===== config.mk =====
export PLATFORM = sky130hd
export DESIGN_NAME = circle_span_rasterizer
export DESIGN_NICKNAME = d
export VERILOG_FILES = /design/src/design/crs_pkg.sv /design/src/design/circle_span_rasterizer.sv /design/src/design/crs_sequencer.sv /design/src/design/crs_datapath.sv /design/src/design/crs_addr_stage.sv
export VERILOG_INCLUDE_DIRS = /design/src /design/src/design
export SDC_FILE = /design/constraint.sdc
export NUM_CORES = 1
export LEC_CHECK = 0
export BUFFER_PORTS_ARGS = -buffer_cell sky130_fd_sc_hd__buf_2
export CORE_MARGIN = 2
export CORE_UTILIZATION = 35
export CTS_CLUSTER_SIZE = 28
export DETAILED_ROUTE_END_ITERATION = 8
export PLACE_DENSITY = 0.54
export REMOVE_ABC_BUFFERS = 1
export SLEW_MARGIN = 20
export SYNTH_ARGS = -nofsm -noshare
export SYNTH_HDL_FRONTEND = slang
export SYNTH_HIERARCHICAL = 1
export SYNTH_SLANG_ARGS = --single-unit
export TNS_END_PERCENT = 30

===== constraint.sdc =====
create_clock -name clk -period 5.8 [get_ports clk]
set_input_delay 0.58 -clock clk [delete_from_list [all_inputs] [get_ports clk]]
set_output_delay 0.58 -clock clk [all_outputs]
set_load 0.05 [all_outputs]

===== src/design/circle_span_rasterizer_assert.svh =====
// Assertion macros used by the top level of the circle span rasterizer RTL.
// Each macro expects signals named clk and rst_n in the scope where it is used.
`ifndef CIRCLE_SPAN_RASTERIZER_ASSERT_SVH
`define CIRCLE_SPAN_RASTERIZER_ASSERT_SVH

// The consequent must hold in the same cycle as the antecedent.
`define CRS_ASSERT_IMPL(label, ante, cons, msg) \
  label: assert property (@(posedge clk) disable iff (!rst_n) (ante) |-> (cons)) \
    else $error(msg);

// The consequent must hold in the cycle after the antecedent.
`define CRS_ASSERT_NEXT(label, ante, cons, msg) \
  label: assert property (@(posedge clk) disable iff (!rst_n) (ante) |=> (cons)) \
    else $error(msg);

`endif


===== src/design/crs_pkg.sv =====
// Package for the circle span rasterizer: payload structs, control word format,
// configuration codes and the microcode ROM. No dependencies.
package crs_pkg;

  localparam int COORD_BITS = 10;
  localparam int CFG_W      = 11;
  localparam int PC_W       = 4;

  localparam logic [CFG_W-1:0] SCREEN_LIMIT     = CFG_W'(1 << COORD_BITS);
  localparam logic [CFG_W-1:0] RST_SCREEN_WIDTH  = 11'd240;
  localparam logic [CFG_W-1:0] RST_SCREEN_HEIGHT = 11'd160;
  localparam logic [CFG_W-1:0] RST_LINE_STRIDE   = 11'd240;

  localparam logic FUNC_START = 1'b0;
  localparam logic FUNC_STEP  = 1'b1;

  localparam logic [1:0] CFG_SCREEN_WIDTH  = 2'd0;
  localparam logic [1:0] CFG_SCREEN_HEIGHT = 2'd1;
  localparam logic [1:0] CFG_LINE_STRIDE   = 2'd2;

  localparam logic [PC_W-1:0] PC_DISPATCH   = 4'd0;
  localparam logic [PC_W-1:0] PC_FILL_ENTRY = 4'd9;

  typedef struct packed {
    logic        func;
    logic [9:0]  center_x;
    logic [9:0]  center_y;
    logic [9:0]  radius;
    logic [15:0] pixel_color;
    logic        fill_mode;
  } crs_in_t;

  typedef struct packed {
    logic        write_enable;
    logic [9:0]  row;
    logic [9:0]  span_start;
    logic [9:0]  span_end;
    logic [19:0] pixel_address;
    logic [15:0] out_color;
    logic        step_last;
    logic        circle_done;
  } crs_out_t;

  typedef enum logic [1:0] {
    OP_NEXT,
    OP_JFILL,
    OP_END
  } seq_op_t;

  // Offset applied to a centre coordinate.
  typedef enum logic [1:0] {
    OFF_PLUS_B,
    OFF_MINUS_B,
    OFF_PLUS_A,
    OFF_MINUS_A
  } off_sel_t;

  typedef struct packed {
    seq_op_t         op;
    logic            emit;
    off_sel_t        row_sel;
    off_sel_t        lo_sel;
    off_sel_t        hi_sel;
    logic [PC_W-1:0] target;
  } ctl_word_t;

  // Control from the sequencer to the datapath.
  typedef struct packed {
    logic     emit;
    logic     last;
    off_sel_t row_sel;
    off_sel_t lo_sel;
    off_sel_t hi_sel;
  } seq_ctl_t;

  // Circle status from the datapath to the sequencer and the top level.
  typedef struct packed {
    logic active;
    logic fill;
  } crs_status_t;

  // One clipped span between the datapath and the address stage.
  typedef struct packed {
    logic        valid;
    logic        we;
    logic [9:0]  row;
    logic [9:0]  sx;
    logic [9:0]  ex;
    logic [15:0] color;
    logic        last;
    logic        done;
  } span_t;

  function automatic ctl_word_t mk_word(input seq_op_t op, input logic emit,
                                        input off_sel_t r, input off_sel_t lo,
                                        input off_sel_t hi, input logic [PC_W-1:0] tgt);
    ctl_word_t w;
    w.op      = op;
    w.emit    = emit;
    w.row_sel = r;
    w.lo_sel  = lo;
    w.hi_sel  = hi;
    w.target  = tgt;
    return w;
  endfunction

  // Outline program runs from the word after dispatch, the fill program from its entry.
  function automatic ctl_word_t ucode_rom(input logic [PC_W-1:0] pc);
    ctl_word_t w;
    case (pc)
      4'd0:    w = mk_word(OP_JFILL, 1'b0, OFF_PLUS_B, OFF_PLUS_A, OFF_PLUS_A, PC_FILL_ENTRY);
      4'd1:    w = mk_word(OP_NEXT, 1'b1, OFF_PLUS_B, OFF_PLUS_A, OFF_PLUS_A, PC_DISPATCH);
      4'd2:    w = mk_word(OP_NEXT, 1'b1, OFF_PLUS_B, OFF_MINUS_A, OFF_MINUS_A, PC_DISPATCH);
      4'd3:    w = mk_word(OP_NEXT, 1'b1, OFF_MINUS_B, OFF_PLUS_A, OFF_PLUS_A, PC_DISPATCH);
      4'd4:    w = mk_word(OP_NEXT, 1'b1, OFF_MINUS_B, OFF_MINUS_A, OFF_MINUS_A, PC_DISPATCH);
      4'd5:    w = mk_word(OP_NEXT, 1'b1, OFF_PLUS_A, OFF_PLUS_B, OFF_PLUS_B, PC_DISPATCH);
      4'd6:    w = mk_word(OP_NEXT, 1'b1, OFF_PLUS_A, OFF_MINUS_B, OFF_MINUS_B, PC_DISPATCH);
      4'd7:    w = mk_word(OP_NEXT, 1'b1, OFF_MINUS_A, OFF_PLUS_B, OFF_PLUS_B, PC_DISPATCH);
      4'd8:    w = mk_word(OP_END, 1'b1, OFF_MINUS_A, OFF_MINUS_B, OFF_MINUS_B, PC_DISPATCH);
      4'd9:    w = mk_word(OP_NEXT, 1'b1, OFF_PLUS_B, OFF_MINUS_A, OFF_PLUS_A, PC_DISPATCH);
      4'd10:   w = mk_word(OP_NEXT, 1'b1, OFF_MINUS_B, OFF_MINUS_A, OFF_PLUS_A, PC_DISPATCH);
      4'd11:   w = mk_word(OP_NEXT, 1'b1, OFF_PLUS_A, OFF_MINUS_B, OFF_PLUS_B, PC_DISPATCH);
      4'd12:   w = mk_word(OP_END, 1'b1, OFF_MINUS_A, OFF_MINUS_B, OFF_PLUS_B, PC_DISPATCH);
      default: w = mk_word(OP_END, 1'b0, OFF_PLUS_B, OFF_PLUS_B, OFF_PLUS_B, PC_DISPATCH);
    endcase
    return w;
  endfunction

endpackage


===== src/design/circle_span_rasterizer.sv =====
// Top level of the midpoint circle span rasterizer: configuration registers
// and the sequencer, datapath and address stage. Depends on crs_pkg.
//
// Usage. An item is transferred when start is high and busy is low. A start
// item (func 0) loads centre, radius, colour and fill mode and gives no
// result; a radius below 3 leaves no circle to draw. A step item (func 1)
// runs one iteration of the decision loop and gives eight outline pixels or
// four fill spans; a step with no circle loaded is dropped. A step holds
// busy through one dispatch word of the microcode program and then one word
// per result, so the ROM program sets the rate at one result per cycle. The
// first result follows the dispatch word through a clipping register and an
// address register. Each result is shown for one cycle with out_valid high;
// the receiver cannot stall. step_last marks the last result of a step and
// circle_done marks every result of the step that ends the circle.
// cfg_we writes cfg_data into the register named by cfg_index at once; write
// only while idle. Synchronous reset restores the default screen size and
// stride and clears the circle.
`include "circle_span_rasterizer_assert.svh"

module circle_span_rasterizer
  import crs_pkg::*;
(
  input  logic             clk,
  input  logic             rst_n,
  input  logic             start,
  output logic             busy,
  input  crs_in_t          in_data,
  output logic             out_valid,
  output crs_out_t         out_data,
  input  logic             cfg_we,
  input  logic [1:0]       cfg_index,
  input  logic [CFG_W-1:0] cfg_data
);

  logic [CFG_W-1:0] screen_width_r, screen_height_r, line_stride_r;
  logic             accept, load, step_go, running;
  seq_ctl_t         ctl;
  crs_status_t      status;
  span_t            span;

  always_ff @(posedge clk) begin
    if (!rst_n) begin
      screen_width_r  <= RST_SCREEN_WIDTH;
      screen_height_r <= RST_SCREEN_HEIGHT;
      line_stride_r   <= RST_LINE_STRIDE;
    end else if (cfg_we) begin
      case (cfg_index)
        CFG_SCREEN_WIDTH:  screen_width_r  <= cfg_data;
        CFG_SCREEN_HEIGHT: screen_height_r <= cfg_data;
        CFG_LINE_STRIDE:   line_stride_r   <= cfg_data;
        default: ;
      endcase
    end
  end

  assign accept  = start && !running;
  assign load    = accept && (in_data.func == FUNC_START);
  assign step_go = accept && (in_data.func == FUNC_STEP) && status.active;
  assign busy    = running;

  crs_sequencer u_seq (
    .clk     (clk),
    .rst_n   (rst_n),
    .step_go (step_go),
    .status  (status),
    .ctl     (ctl),
    .running (running)
  );

  crs_datapath u_dp (
    .clk           (clk),
    .rst_n         (rst_n),
    .load          (load),
    .in_item       (in_data),
    .ctl           (ctl),
    .screen_width  (screen_width_r),
    .screen_height (screen_height_r),
    .status        (status),
    .span          (span)
  );

  crs_addr_stage u_addr (
    .clk         (clk),
    .rst_n       (rst_n),
    .span        (span),
    .line_stride (line_stride_r),
    .out_valid   (out_valid),
    .out_data    (out_data)
  );

  `CRS_ASSERT_IMPL(a_dropped_zero, out_valid && !out_data.write_enable,
                   (out_data.row == 10'd0) && (out_data.span_start == 10'd0) &&
                   (out_data.pixel_address == 20'd0) && (out_data.out_color == 16'd0),
                   "dropped result carries non-zero fields")
  `CRS_ASSERT_NEXT(a_gap_after_last, out_valid && out_data.step_last, !out_valid,
                   "result follows the last result of a step without a gap")
  `CRS_ASSERT_IMPL(a_span_order, out_valid && out_data.write_enable,
                   out_data.span_start <= out_data.span_end,
                   "written span ends before it starts")

endmodule


===== src/design/crs_sequencer.sv =====
// Microcode sequencer: step counter, ROM lookup and conditional jump.
// Depends on crs_pkg.
module crs_sequencer
  import crs_pkg::*;
(
  input  logic        clk,
  input  logic        rst_n,
  input  logic        step_go,
  input  crs_status_t status,
  output seq_ctl_t    ctl,
  output logic        running
);

  logic [PC_W-1:0] pc_r, pc_nxt;
  logic            running_r, running_nxt;
  ctl_word_t       word;

  assign word = ucode_rom(pc_r);

  always_comb begin
    pc_nxt      = pc_r;
    running_nxt = running_r;
    if (step_go) begin
      pc_nxt      = PC_DISPATCH;
      running_nxt = 1'b1;
    end else if (running_r) begin
      case (word.op)
        OP_NEXT:  pc_nxt = pc_r + PC_W'(1);
        OP_JFILL: pc_nxt = status.fill ? word.target : pc_r + PC_W'(1);
        OP_END:   running_nxt = 1'b0;
        default:  running_nxt = 1'b0;
      endcase
    end
  end

  always_ff @(posedge clk) begin
    if (!rst_n) begin
      pc_r      <= PC_DISPATCH;
      running_r <= 1'b0;
    end else begin
      pc_r      <= pc_nxt;
      running_r <= running_nxt;
    end
  end

  always_comb begin
    ctl.emit    = running_r && word.emit;
    ctl.last    = running_r && (word.op == OP_END);
    ctl.row_sel = word.row_sel;
    ctl.lo_sel  = word.lo_sel;
    ctl.hi_sel  = word.hi_sel;
  end

  assign running = running_r;

endmodule


===== src/design/crs_datapath.sv =====
// Circle state, midpoint decision update and span generation with clipping.
// Depends on crs_pkg; driven by the control of crs_sequencer.
module crs_datapath
  import crs_pkg::*;
(
  input  logic             clk,
  input  logic             rst_n,
  input  logic             load,
  input  crs_in_t          in_item,
  input  seq_ctl_t         ctl,
  input  logic [CFG_W-1:0] screen_width,
  input  logic [CFG_W-1:0] screen_height,
  output crs_status_t      status,
  output span_t            span
);

  logic [9:0]  center_col_r, center_row_r;
  logic [15:0] draw_color_r;
  logic        fill_flag_r, active_r;
  logic [10:0] offset_minor_r, offset_major_r;
  logic [15:0] decision_r;

  logic        d_pos, done;
  logic [15:0] diff, inc, decision_upd;
  logic [10:0] minor_upd, major_upd;

  logic [CFG_W-1:0]   w_eff, h_eff;
  logic signed [11:0] a_s, b_s, row_c, x_lo, x_hi, sx, ex, wm1;
  logic               row_ok, we;
  span_t              span_r;

  function automatic logic signed [11:0] apply_off(input logic [9:0] base,
                                                   input off_sel_t sel,
                                                   input logic signed [11:0] a,
                                                   input logic signed [11:0] b);
    logic signed [11:0] c;
    c = $signed({2'b00, base});
    case (sel)
      OFF_PLUS_B:  return c + b;
      OFF_MINUS_B: return c - b;
      OFF_PLUS_A:  return c + a;
      OFF_MINUS_A: return c - a;
      default:     return c;
    endcase
  endfunction

  // Decision update for the current iteration; the stored state moves on the last word.
  always_comb begin
    d_pos        = ($signed(decision_r) > 16'sd0);
    diff         = {5'b0, offset_minor_r} - {5'b0, offset_major_r};
    inc          = d_pos ? ({diff[13:0], 2'b00} + 16'd10)
                         : ({3'b0, offset_minor_r, 2'b00} + 16'd6);
    decision_upd = decision_r + inc;
    minor_upd    = offset_minor_r + 11'd1;
    major_upd    = d_pos ? (offset_major_r - 11'd1) : offset_major_r;
    done         = (major_upd < minor_upd);
  end

  always_ff @(posedge clk) begin
    if (!rst_n) begin
      center_col_r   <= '0;
      center_row_r   <= '0;
      draw_color_r   <= '0;
      fill_flag_r    <= 1'b0;
      offset_minor_r <= '0;
      offset_major_r <= '0;
      decision_r     <= '0;
      active_r       <= 1'b0;
    end else if (load) begin
      center_col_r   <= in_item.center_x;
      center_row_r   <= in_item.center_y;
      draw_color_r   <= in_item.pixel_color;
      fill_flag_r    <= in_item.fill_mode;
      offset_minor_r <= '0;
      offset_major_r <= {1'b0, in_item.radius};
      decision_r     <= 16'd3 - {5'b0, in_item.radius, 1'b0};
      active_r       <= (in_item.radius >= 10'd3);
    end else if (ctl.last) begin
      offset_minor_r <= minor_upd;
      offset_major_r <= major_upd;
      decision_r     <= decision_upd;
      active_r       <= !done;
    end
  end

  // Span coordinates and clipping against the visible area.
  always_comb begin
    w_eff  = (screen_width > SCREEN_LIMIT) ? SCREEN_LIMIT : screen_width;
    h_eff  = (screen_height > SCREEN_LIMIT) ? SCREEN_LIMIT : screen_height;
    a_s    = $signed({1'b0, offset_minor_r});
    b_s    = $signed({1'b0, offset_major_r});
    row_c  = apply_off(center_row_r, ctl.row_sel, a_s, b_s);
    x_lo   = apply_off(center_col_r, ctl.lo_sel, a_s, b_s);
    x_hi   = apply_off(center_col_r, ctl.hi_sel, a_s, b_s);
    wm1    = $signed({1'b0, w_eff}) - 12'sd1;
    row_ok = (row_c >= 12'sd0) && (row_c < $signed({1'b0, h_eff}));
    sx     = x_lo[11] ? 12'sd0 : x_lo;
    ex     = (x_hi > wm1) ? wm1 : x_hi;
    we     = row_ok && (sx <= ex);
  end

  // Only the valid flag is reset; the payload loads whenever a word emits.
  always_ff @(posedge clk) begin
    if (!rst_n) begin
      span_r.valid <= 1'b0;
    end else begin
      span_r.valid <= ctl.emit;
    end
    if (ctl.emit) begin
      span_r.we    <= we;
      span_r.row   <= row_c[9:0];
      span_r.sx    <= sx[9:0];
      span_r.ex    <= ex[9:0];
      span_r.color <= draw_color_r;
      span_r.last  <= ctl.last;
      span_r.done  <= done;
    end
  end

  assign span          = span_r;
  assign status.active = active_r;
  assign status.fill   = fill_flag_r;

endmodule


===== src/design/crs_addr_stage.sv =====
// Output stage: frame-buffer address multiply-add and the result register.
// Depends on crs_pkg.
module crs_addr_stage
  import crs_pkg::*;
(
  input  logic             clk,
  input  logic             rst_n,
  input  span_t            span,
  input  logic [CFG_W-1:0] line_stride,
  output logic             out_valid,
  output crs_out_t         out_data
);

  logic [20:0] prod;
  logic [20:0] addr_sum;
  logic        valid_r;
  crs_out_t    data_r;

  assign prod     = {11'b0, span.row} * {10'b0, line_stride};
  assign addr_sum = prod + {11'b0, span.sx};

  always_ff @(posedge clk) begin
    if (!rst_n) begin
      valid_r <= 1'b0;
    end else begin
      valid_r <= span.valid;
    end
  end

  // A dropped result carries zero fields apart from its two flags.
  always_ff @(posedge clk) begin
    if (span.valid) begin
      data_r.write_enable  <= span.we;
      data_r.row           <= span.we ? span.row : '0;
      data_r.span_start    <= span.we ? span.sx : '0;
      data_r.span_end      <= span.we ? span.ex : '0;
      data_r.pixel_address <= span.we ? addr_sum[19:0] : '0;
      data_r.out_color     <= span.we ? span.color : '0;
      data_r.step_last     <= span.last;
      data_r.circle_done   <= span.done;
    end
  end

  assign out_valid = valid_r;
  assign out_data  = data_r;

endmodule


Word level (Yosys, flattened, before mapping)

Memory sizes are Yosys's and may differ from the RTL's. A register that Yosys moved wholly into a read port is not among the register bits.
Index checks and enable logic that the tools add are counted.

RAM bits: 0
Input port bits: 65
Memories: 1
Logic and storage cells: 121
Register bits: 234
Bits in latches: 0
Bits in read-only memories: 176
Output and inout port bits: 71

Memory list:

| memory          | words | width | rd ports | clocked after memory_dff | write ports | RTL line       | RTL |
|---|---|---|---|---|---|---|---|
| (no name shown) | 16    | 11    | 1        | 1                        | 0           | crs_pkg.sv:110 | `case (pc)` |

Order comparisons: 9
Div/mod/pow operators: 0
Reduce and logical (&&, ||, !) cells: 24
Add/subtract/negate cells: 18
Equal/unequal tests: 13
Bitwise logic cells: 2
Shift operators: 0
Multiplexer cells: 22
$mul: 1

Operator list:

| kind                                                                                  | count |
|---|---|
| 12-bit one-hot mux with 4 select lines                                                | 3 |
| 10-bit by 11-bit adder with 12-bit output                                             | 4 |
| 16-bit two-way mux                                                                    | 3 |
| 10-bit by 11-bit subtractor with 12-bit output                                        | 4 |
| 11-bit two-way mux                                                                    | 4 |
| 11-bit > comparator (second input constant)                                           | 2 |
| 20-bit by 10-bit adder with 20-bit output                                             | 1 |
| 10-bit by 11-bit multiplier with 20-bit output                                        | 1 |
| 10-bit two-way mux                                                                    | 2 |
| 16-bit adder                                                                          | 1 |
| 16-bit by 4-bit adder with 16-bit output (second input constant)                      | 1 |
| 2-bit == test (second input constant)                                                 | 8 |
| 16-bit by 1-bit > comparator with 1-bit output (second input constant)                | 1 |
| 13-bit by 3-bit adder with 14-bit output (second input constant)                      | 1 |
| 12-bit by 1-bit greater-or-equal comparator with 1-bit output (second input constant) | 1 |
| 12-bit > comparator                                                                   | 1 |
| 12-bit less-or-equal comparator                                                       | 1 |
| 12-bit < comparator                                                                   | 1 |
| 12-bit two-way mux                                                                    | 1 |
| 4-bit two-way mux                                                                     | 3 |
| 11-bit by 1-bit subtractor with 12-bit output (second input constant)                 | 1 |
| 11-bit by 11-bit subtractor with 12-bit output                                        | 1 |
| 2-bit by 11-bit subtractor with 12-bit output (first input constant)                  | 1 |
| 11-bit by 1-bit adder with 11-bit output (second input constant)                      | 1 |
| 14 further kinds                                                                      | 41 |

Depth between registers and ports, before layout

Gate-level depths: netlist of the first run.

Depth in word-level cells: 7
Depth in mapped cells: 30

By module

The synthesis of the first run kept the hierarchy.

Modules (own cells, without submodules):

| module                 | area each (µm²) | cells each | seq. area each (µm²) | times used |
|---|---|---|---|---|
| crs_datapath           | 11408.4         | 1321       | 3012.9               | 1 |
| crs_addr_stage         | 6505.0          | 625        | 2092.0               | 1 |
| circle_span_rasterizer | 1298.7          | 127        | 660.6                | 1 |
| crs_sequencer          | 670.6           | 68         | 260.2                | 1 |

Least setup slack after synthesis of the first run

OpenSTA, ideal clock, no wires.

Kind: register -> register
Start: reg u_dp.offset_minor_r[6]
End: reg u_dp.span_r, in the netlist u_dp/span[48] (data pin)
Cell stages (with the launch flop): 27
Period minus slack after synthesis: 5716 ps
Data required time: 5624 ps
Data arrival time: 5540 ps
Slack: 84 ps
Cell sequence: dfxtp_1 clkbuf_1 inv_1 ha_1 or3_1 or2_2 o311ai_1 o221a_2 xor2_1 mux4_2 ha_1 nand4_1 nor2_1 a211o_1 a211oi_1 o22a_1 buf_2 mux2_2 inv_1 ha_1 o21ai_0 nand2b_1 a2111oi_0 o41ai_1 a21oi_1 o21ai_0 nor4_1

Longest elaborated chain between the ends: 6
Elaborated cells on any way between the ends: 15
Classes of those cells: 4 x add/sub; 4 x order compare; 5 x mux; 2 x reduce/logical

RTL lines:

| what                                                                                                               | RTL line                               | RTL |
|---|---|---|
| start: declaration                                                                                                 | crs_datapath.sv:20                     | `logic [10:0] offset_minor_r, offset_major_r;` |
| start signal: assignment                                                                                           | crs_datapath.sv:79                     | `offset_minor_r <= minor_upd;` |
| 10-bit by 11-bit subtractor with 12-bit output / 10-bit by 11-bit adder with 12-bit output (equally long branches) | crs_datapath.sv:42, crs_datapath.sv:41 |  |
| 12-bit one-hot mux with 4 select lines (*)                                                                         | crs_datapath.sv:38                     | `case (sel)` |
| 12-bit > comparator (*)                                                                                            | crs_datapath.sv:98                     | `ex = (x_hi > wm1) ? wm1 : x_hi;` |
| 12-bit two-way mux (*)                                                                                             | crs_datapath.sv:98                     |  |
| named net u_dp.ex[2]                                                                                               | crs_datapath.sv:28                     | `logic signed [11:0] a_s, b_s, row_c, x_lo, x_hi, sx, ex, wm1;` |
| 12-bit less-or-equal comparator (*)                                                                                | crs_datapath.sv:99                     | `we = row_ok && (sx <= ex);` |
| 1-bit logical AND (*)                                                                                              | crs_datapath.sv:99                     |  |
| named net u_dp.we                                                                                                  | crs_datapath.sv:29                     | `logic row_ok, we;` |
| end: declaration                                                                                                   | crs_datapath.sv:30                     | `span_t span_r;` |

Mark *: on every way through the listed nets, which the timed path passes. The rest lies on a longest branch.
A chain may end at the register's enable or synchronous reset.

Final worst setup path of the first run

Start: reg u_dp.center_col_r[0]
End: reg u_dp.span_r, in the netlist u_dp/span[48] (data pin)

Longest elaborated chain between the ends: 6
Elaborated cells on any way between the ends: 11
Classes of those cells: 4 x add/sub; 2 x order compare; 4 x mux; 1 x reduce/logical

RTL lines:

| what                                                                         | RTL line           | RTL |
|---|---|---|
| start: declaration                                                           | crs_datapath.sv:17 | `logic [9:0] center_col_r, center_row_r;` |
| start signal: assignment                                                     | crs_datapath.sv:70 | `center_col_r <= in_item.center_x;` |
| 10-bit by 11-bit subtractor with 12-bit output, or another cell as far along | crs_datapath.sv:42 | `OFF_MINUS_A: return c - a;` |
| 12-bit one-hot mux with 4 select lines (*)                                   | crs_datapath.sv:38 |  |
| 12-bit > comparator                                                          | crs_datapath.sv:98 |  |
| 12-bit two-way mux (*)                                                       | crs_datapath.sv:98 |  |
| named net u_dp.ex[1]                                                         | crs_datapath.sv:28 |  |
| 12-bit less-or-equal comparator (*)                                          | crs_datapath.sv:99 |  |
| 1-bit logical AND (*)                                                        | crs_datapath.sv:99 |  |
| named net u_dp.we                                                            | crs_datapath.sv:29 |  |

Marked as above.

==> reports/metrics.cfg, run 1 <==
[synthesis]
synth_top_area_share_pct = 17.8
synth-adder-area-share_pct = 20.2
synth-edff-count = 118
async_reset_ff_share_pct = 0
synth_top_cell_by_area = edfxtp_1
ys_top_cells_by_area = edfxtp_1 18%, dfxtp_1 12%, ha_1 12%
synth_compound_area_share_pct = 11.6
seq_area_frac_synth_pct = 30.3
synth_area_sq_mm = 0.0199
ys_ff_latch = 242
synth_area_per_cell_sq_um = 9.29
synth_ff_type = dfxtp_1
yosysUniqueCellTypes = 89
synth_xor_area_share_pct = 6.52
synth-simple-area-share_pct = 18.1
yosysWarnings = 6
synthCells = 2141
synth.mux.area_fraction_pct = 7.11
synth_top_family_by_area = adder cells

[global_route]
grt.overflow.total = 0
grt_pass1_vias = 15800
antenna_found_initial = 3
grt_max_degree = 71
track_usage_pct = 18.4
grt_pass1_wl_um = 87100

[placed_design]
port_buffers = 135
placedCellCount = 3043
dp_hpwl_um = 43500
dpl-instance-area_sq_mm = 0.0219
place_congestion = 0.880

[floorplan]
rows = 87
io_pins = 136
die_w_um = 242
core_sq_mm = 0.0563
start_util_pct = 35.3
dieArea_sq_mm = 0.0587
die_h_um = 242

[final_layout]
final_cell_area_sq_mm = 0.0233
area_growth_pct = 17.3
nets = 2662
stdcell_count = 3109
area.sequential_sq_mm = 0.00604
drive_gt1_share_pct = 16.9
multi_input_area_sq_mm = 0.0129
fill_cells = 5590

[detailed_routing]
drc_errors = 0
drt_iter0_drc = 850
routed_via_density = 5.04
vias = 15700
dr.pass1.iters = 7
ant_nets = 0
wl_per_cell_um = 17.6
drt-total-wl_um = 54800

[sta]
finClkSkew_ns = 0.0298
final_hold_viol_count = 0
min_period_ns = 5.85
layout_setup_ws_ns = -0.0507
slew_violations = 0
relSlewSlack_pct = 34.6
max_freq_mhz = 171
worst_pin_slew_ns = 0.982
setup_viol = 1
period_share_pct = 101
finalSetupTns_ns = -0.0507
rsz0062_at_grt = yes

[clock_tree]
clockRootBuffer = clkbuf_16
cts_tree = yes
cts_buffers = 31
cts.sinks = 242
clkTransAtPathRegs_ns = 0.06
htree_levels = 1
clockBufferDepth = 3
insertion_delay_ns = 0.60
cts_hold_repair.buffers = 0

[worst_setup_path]
cpPeakStageDelay_ns = 0.52
slowest_stage = mux4_2
path_max_fanout = 2
crit_required_ns = 6.21
cp_common_cell = ha_4
crit_arrival_ns = 6.27
crit_buf_inv = 4
crit_path_start_kind = flop
worst-setup-path-type = flop to flop
cp_top_family = compound AO/OA/AOI/OAI gates
endpoint_kind = flop

[power]
power-per-cell-area_mw_per_mm2 = 244
vdd_drop_max_v = 0.000213
power.total_uw = 5690
leakagePower_uw = 0.0103

[run_status]
outcome = complete, but fails checks
violations = setup timing

[run]
drv_cap = 0

[hold_path]
holdCritPathClass = input pin to flop

==> cell usage in the layout, fill, tap and decap left out, types with 8 or more instances in the layout <==
cell,instances
fa_1,84
dfxtp_1,120
nor3_1,36
xnor2_1,104
mux4_2,17
a21o_1,28
buf_4,118
o21a_1,20
and3_1,17
nor2b_1,77
nand2_1,211
and2_1,109
clkbuf_16,31
inv_1,194
clkinv_1,8
nor2_1,141
buf_2,134
nand4_1,11
or3_1,15
a31oi_1,10
edfxtp_1,118
nor4_1,10
o21bai_1,13
a21oi_1,72
mux2i_1,94
nand2b_1,18
xor2_1,44
ha_1,178
a211oi_1,14
o21ai_0,90
o211ai_1,9
nand3_1,28
==> power by group <==
group          switching (uW)  leakage (uW)  internal [uW]
registers                41.7       0.00209           1850
clock network             792      0.000536           1270
logic                     976       0.00766            758
==> cell usage after synthesis (74+ instances only) <==
cell type and n:
and2_1 110, nor2b_1 77, nand2_1 211, dfxtp_1 124, fa_1 86, inv_1 197, o21ai_0 92, nor2_1 143
ha_1 184, edfxtp_1 118, a21oi_1 74, xnor2_1 104, mux2i_1 94
==> sequential cells by signal (all words and copies together) (netlist names), 16 cells and up <==
register and count:
u_dp/draw_color_r 16, u_addr/out_data 69, u_dp/decision_r 16, u_dp/span 50
==> stage by stage <==
stage / hold WS (ns) / setup WS (ns) / util [%]
2_1_floorplan: 0.400 / -2.75 / -
3_3_place_gp: 0.404 / -0.242 / 38.9
3_5_place_dp: 0.407 / -0.447 / 38.9
4_1_cts: 0.214 / 0.00701 / 41.1
5_1_grt: 0.231 / -0.317 / 41.4
6_report: 0.238 / -0.0507 / 41.4
==> cell type report <==
| cell class | instances | share of cell area [%] |
|---|---|---|
| diodes | 1 | 0.0107 |
| clock inverters | 20 | 1.23 |
| inverters | 206 | 3.38 |
| well taps | 756 | 4.06 |
| repair buffers | 253 | 6.72 |
| multi-input cells | 1593 | 55.2 |
| clock buffers | 38 | 3.48 |
| flip-flops and latches | 242 | 25.9 |
==> routing by layer <==
metal / up-vias / part of all wire [%] / GRT usage, %
met2: 312 / 48 / 31.6
met1: 7547 / 44 / 23.5
li1: 7700 / - / -
met4: 2 / 3.8 / 6.83
met5: - / 0.031 / 0
met3: 101 / 3.8 / 2.63
==> tightest hold or removal path: cells and delay by family <==
| kind | cells | cell delay [ns] |
|---|---|---|
| simple gates | 1 | 0.10 |
| buf+inv | 1 | 0.08 |
| mux | 1 | 0.05 |
==> kinds of logic (layout without fill, tap and decap cells) <==
kind of cell / Yosys count / count (layout)
and+or+nand+nor: 714 / 714
AOI/OAI and AO/OA: 342 / 342
buffers and inverters: 306 / 517
adders and majority gates: 270 / 270
DFF: 242 / 242
xor gates and xnor gates: 148 / 148
muxes: 119 / 119
other: 0 / 1
==> path summary, 6_finish.rpt <==
path / from / to / slack, ns / cells after the start
worst max-delay path: u_dp/center_col_r[0] / u_dp/span[48] / -0.05 / 29
worst min-delay path: in_data[27] / u_dp/center_row_r[0] / 0.24 / 3
worst max register to register: u_dp/center_col_r[0] / u_dp/span[48] / -0.05 / 29
worst min register to register: u_dp/draw_color_r[4] / u_dp/span[6] / 0.42 / 0
==> repair_timing <==
item / in CTS / in global routing
pin swaps: 15 / 22
endpoints found under the setup margin: 1 / 1
resized for setup: 20 / 27
buffers inserted: 4 / 3
No activity file was read; power rests on OpenSTA's default activity.
==> run 2, diff against run 1 <==
- SKIP_CTS_REPAIR_TIMING: unset -> 1
==> run 2 against run 1 <==
The flow now finishes without violations. Final area is essentially flat. Total power is essentially flat. Worst hold slack gained 0.0026 ns. Routed wire length grew 0.12%. Register-to-register slack gained 0.06 ns. Die area is the same. Via count shrank 0.43%. Clock skew shrank 0.0031 ns. Final cell count is essentially flat. Highest routed layer unchanged.
==> reports/metrics.cfg, run 2 (synthesized netlist as in run 1, its figures left out) <==
[global_route]
grt.overflow.total = 0
grt_max_degree = 71
grt_pass1_wl_um = 86800
grt_pass1_vias = 15700
antenna_found_initial = 3
track_usage_pct = 18.4

[detailed_routing]
drt_iter0_drc = 842
dr.pass1.iters = 5
routed_via_density = 5.02
wl_per_cell_um = 17.7
drc_errors = 0
drt-total-wl_um = 54800
ant_nets = 0
vias = 15600

[placed_design]
dp_hpwl_um = 43500
port_buffers = 135
dp_slack_ns = -0.447
place_congestion = 0.880
dpl-instance-area_sq_mm = 0.0219

[worst_setup_path]
path_max_fanout = 4
cp_top_family = compound AO/OA/AOI/OAI gates
cp_common_cell = ha_4
crit_path_start_kind = flop
crit_arrival_ns = 6.21
endpoint_kind = flop
timing.rr.start = u_dp/center_col_r[0]
startpoint = u_dp/center_col_r[0]
cpPeakStageDelay_ns = 0.52
crit_required_ns = 6.22
slowest_stage = mux4_2
crit_buf_inv = 4
worst-setup-path-type = flop to flop

[sta]
finClkSkew_ns = 0.0266
slew_violations = 0
whs_ns = 0.241
final_hold_viol_count = 0
layout_setup_ws_ns = 0.00723
max_freq_mhz = 173
worst_pin_slew_ns = 0.980
rsz0062_at_grt = yes
period_share_pct = 99.9
relSlewSlack_pct = 34.6
min_period_ns = 5.79
setup_viol = 0

[floorplan]
io_pins = 136
start_util_pct = 35.3
core_sq_mm = 0.0563
die_w_um = 242
dieArea_sq_mm = 0.0587
die_h_um = 242
rows = 87

[power]
vdd_drop_max_v = 0.000213
internal_power_uw = 3880
comb_power_share_pct = 30.5
power-per-cell-area_mw_per_mm2 = 244
leakagePower_uw = 0.0103
p_switching_uw = 1810
pwr-share-seq_pct = 33.2
clockPowerShare_pct = 36.3
power.share.switching_pct = 31.8

[final_layout]
largest_reg_flops = 69
area.sequential_sq_mm = 0.00604
mostFrequentLayoutCells = 211 x nand2_1, 193 x inv_1, 178 x ha_1
final_common_cell = nand2_1
regMostFlops = u_addr/out_data
fill_cells = 5584
nets = 2660
drive_gt1_share_pct = 17.0
final_cell_area_sq_mm = 0.0233
multi_input_area_sq_mm = 0.0129
area_growth_pct = 17.3

[run]
drv_cap = 0

[clock_tree]
cts_tree = yes
insertion_delay_ns = 0.60
clockBufferDepth = 3
htree_levels = 1
clkTransAtPathRegs_ns = 0.06
cts.sinks = 242
clockRootBuffer = clkbuf_16
cts_buffers = 31

[hold_path]
hp-start = in_data[7]
holdCritPathClass = input pin to flop

[run_status]
outcome = finished clean

==> run 2: cell types whose count changed in the layout (fill, tap and decap cells not counted), sizes merged <==
cell	before	now
buf	253	251
==> run 2: metal layers <==
metal  global-route usage (%)  wire length (um)
met2                     31.6             26500
met5                        0                17
met4                     6.32              1920
met1                     23.6             24300
met3                     2.60              2060
==> run 2: final timing paths <==
| path | depth (start not counted) | slack (ns) | to |
|---|---|---|---|
| min | 3 | 0.24 | u_dp/draw_color_r[6] |
| max | 29 | 0.007 | u_dp/span[48] |
| max reg2reg | 29 | 0.007 | u_dp/span[48] |
| min reg2reg | 0 | 0.42 | u_addr/out_data[1] |
==> run 2: final cells by class <==
type                            count  area share, %
Multi-Input combinational cell   1593           55.3
Inverter                          206           3.38
Antenna cell                        1         0.0107
Clock inverter                     20           1.23
Timing Repair Buffer              251           6.66
Sequential cell                   242           25.9
Clock buffer                       38           3.48
Tap cell                          756           4.06
==> run 2: worst reg2reg max path, delay by kind of cell (launching register included) <==
| kind | cells | cell delay [ns] |
|---|---|---|
| AOI/OAI and AO/OA | 12 | 2.40 |
| xor gates and xnor gates | 1 | 0.16 |
| adders and majority gates | 4 | 0.92 |
| DFF | 1 | 0.33 |
| buffers and inverters | 4 | 0.26 |
| and+or+nand+nor | 6 | 0.71 |
| muxes | 2 | 0.85 |
==> run 2: metrics by stage <==
step | util (%) | total power [uW] | TNS, ns | cells
global placement | 38.9 | 3580 | -0.242 | 3043
finish | 41.4 | 5690 | 0 | 3107
CTS | 40.9 | 5700 | -0.495 | 3101
detailed placement | 38.9 | 3610 | -0.447 | 3043
global route | 41.4 | 6030 | -0.307 | 3107
floorplan | - | 3140 | -148.73 | 2041
==> run 2: power groups by stage <==
stage,clock network (uW),logic [uW],registers (uW)
finish,2060,1730,1890
global route,2180,1950,1890
CTS,2120,1690,1890
detailed placement,0,1680,1920
global placement,0,1660,1920
floorplan,0,1230,1920
==> run 3, diff against run 2 <==
- PLACE_DENSITY: 0.54 -> unset
==> run 3 against run 2 <==
Via count increased by 1.2%. Register-to-register slack improved by 0.04 ns. Global-route usage increased by 0.90 points. Maximum frequency increased by 0.77%. Clock power decreased by 12%. Largest power group is now sequential cells. Critical endpoint unchanged. Flip-flop and latch count unchanged.
==> reports/metrics.cfg, run 3 (synthesized netlist as in run 1, its figures left out) <==
[worst_setup_path]
crit_required_ns = 6.20
timing.rr.start = u_dp/offset_major_r[0]
worst-setup-path-type = flop to flop
crit_path_start_kind = flop
slowest_stage = mux4_2
rrSetupSlack_ns = 0.05
cpPeakStageDelay_ns = 0.54
endpoint_kind = flop
worstReg2RegEnd = u_dp/span[48]
crit_arrival_ns = 6.14
path_max_fanout = 5
worst_r2r_path_depth = 30

[sta]
relSlewSlack_pct = 36.4
finClkSkew_ns = 0.0145
final_hold_viol_count = 0
min_period_ns = 5.75
setup_viol = 0
worst_pin_slew_ns = 0.941
rsz0062_at_grt = yes
period_share_pct = 99.1
max_freq_mhz = 174
slew_violations = 0

[final_layout]
final_util_pct = 41.3
diodes = 0
final_common_cell = nand2_1
final_cell_area_sq_mm = 0.0232
area_growth_pct = 16.9
stdcell_count = 3100
largest_reg_flops = 69
nets = 2658
drive_gt1_share_pct = 17.4
mostFrequentLayoutCells = 211 x nand2_1, 192 x inv_1, 172 x ha_1
fill_cells = 5579
regMostFlops = u_addr/out_data

[floorplan]
die_h_um = 242
die_w_um = 242
rows = 87
core_sq_mm = 0.0563
start_util_pct = 35.3
io_pins = 136
dieArea_sq_mm = 0.0587

[power]
p_switching_uw = 1800
vdd_drop_max_v = 0.000203
comb_power_share_pct = 32.3
power-per-cell-area_mw_per_mm2 = 235
clockPowerShare_pct = 33.1
internal_power_uw = 3670
leakagePower_uw = 0.0102
power.share.switching_pct = 33.0
power.total_uw = 5470
pwr-share-seq_pct = 34.6

[detailed_routing]
vias = 15800
routed_via_density = 5.09
drt_iter0_drc = 934
drc_errors = 0
drt-total-wl_um = 57900
dr.pass1.iters = 5
wl_per_cell_um = 18.7
ant_nets = 0

[clock_tree]
insertion_delay_ns = 0.58
clkTransAtPathRegs_ns = 0.06
htree_levels = 1
clockBufferDepth = 3
cts_tree = yes
clockRootBuffer = clkbuf_16
cts.sinks = 242
cts_buffers = 28

[hold_path]
holdCritPathClass = input pin to flop
holdPathEnd = u_dp/center_row_r[5]
holdPathStages = 3
hp-start = in_data[32]

[run]
drv_cap = 0

[global_route]
grt.overflow.total = 0
grt_pass1_wl_um = 90000
antenna_found_initial = 0
grt_pass1_vias = 15800
grt_max_degree = 65
track_usage_pct = 19.3

[run_status]
outcome = finished clean

[placed_design]
place_congestion = 0.951
port_buffers = 135
dp_hpwl_um = 45300
placedCellCount = 3035
dpl-instance-area_sq_mm = 0.0219

-- run 3: per-layer routing --
metal / wire length, um / up-vias / GRT usage, %
met2: 28300 / 362 / 33.8
li1: - / 7669 / -
met1: 25500 / 7670 / 25.0
met3: 2360 / 80 / 2.22
met4: 1670 / 0 / 5.39
met5: 0 / - / 0
-- run 3: how the worst max path moves through the flow --
stage	end	startpoint	cells past startpoint	slack [ns]
global placement	u_dp/span[48]	u_dp/center_col_r[0]	29	-0.19
detailed placement	u_dp/span[48]	u_dp/center_col_r[0]	29	-0.28
finish	u_dp/span[48]	u_dp/offset_major_r[0]	30	0.05
floorplan	u_dp/decision_r[14]	in_data[47]	4	-2.75
global route	u_dp/span[48]	u_dp/center_col_r[0]	31	-0.19
CTS	u_dp/span[48]	u_dp/center_col_r[0]	29	-0.34
-- run 3: power groups by stage --
stage	Combinational, uW	Clock [uW]	Sequential (uW)
floorplan	1230	0	1920
global placement	1640	0	1920
detailed placement	1680	0	1930
CTS	1690	1880	1890
global route	1980	1940	1890
finish	1770	1810	1890
-- run 3: area by class of cell --
type / count / area (sq um) / share of cell area, %
timing repair buffer: 252 / 1600 / 6.87
inverter: 206 / 788 / 3.39
clock inverter: 14 / 165 / 0.711
tap: 756 / 946 / 4.07
clock buffer: 37 / 754 / 3.25
multi-input combinational: 1593 / 13000 / 55.7
sequential: 242 / 6040 / 26.0
-- run 3: stage by stage --
step | setup WS, ns | setup TNS [ns] | hold slack [ns]
detailed placement | -0.275 | -0.275 | 0.407
global placement | -0.188 | -0.188 | 0.403
finish | 0.0516 | 0 | 0.261
global route | -0.192 | -0.192 | 0.247
floorplan | -2.75 | -148.73 | 0.400
CTS | -0.339 | -0.339 | 0.222
-- run 3: critical path: cells and delay by family, from the launching register on --
kind                     cells  cell delay (ns)
AO/OA/AOI/OAI               12             2.34
adder cells (fa/ha/maj)      4             0.94
buffers and inverters        6             0.74
multiplexers                 1             0.54
AND/OR/NAND/NOR              6             0.53
flip-flops                   1             0.34
XOR/XNOR                     1             0.15
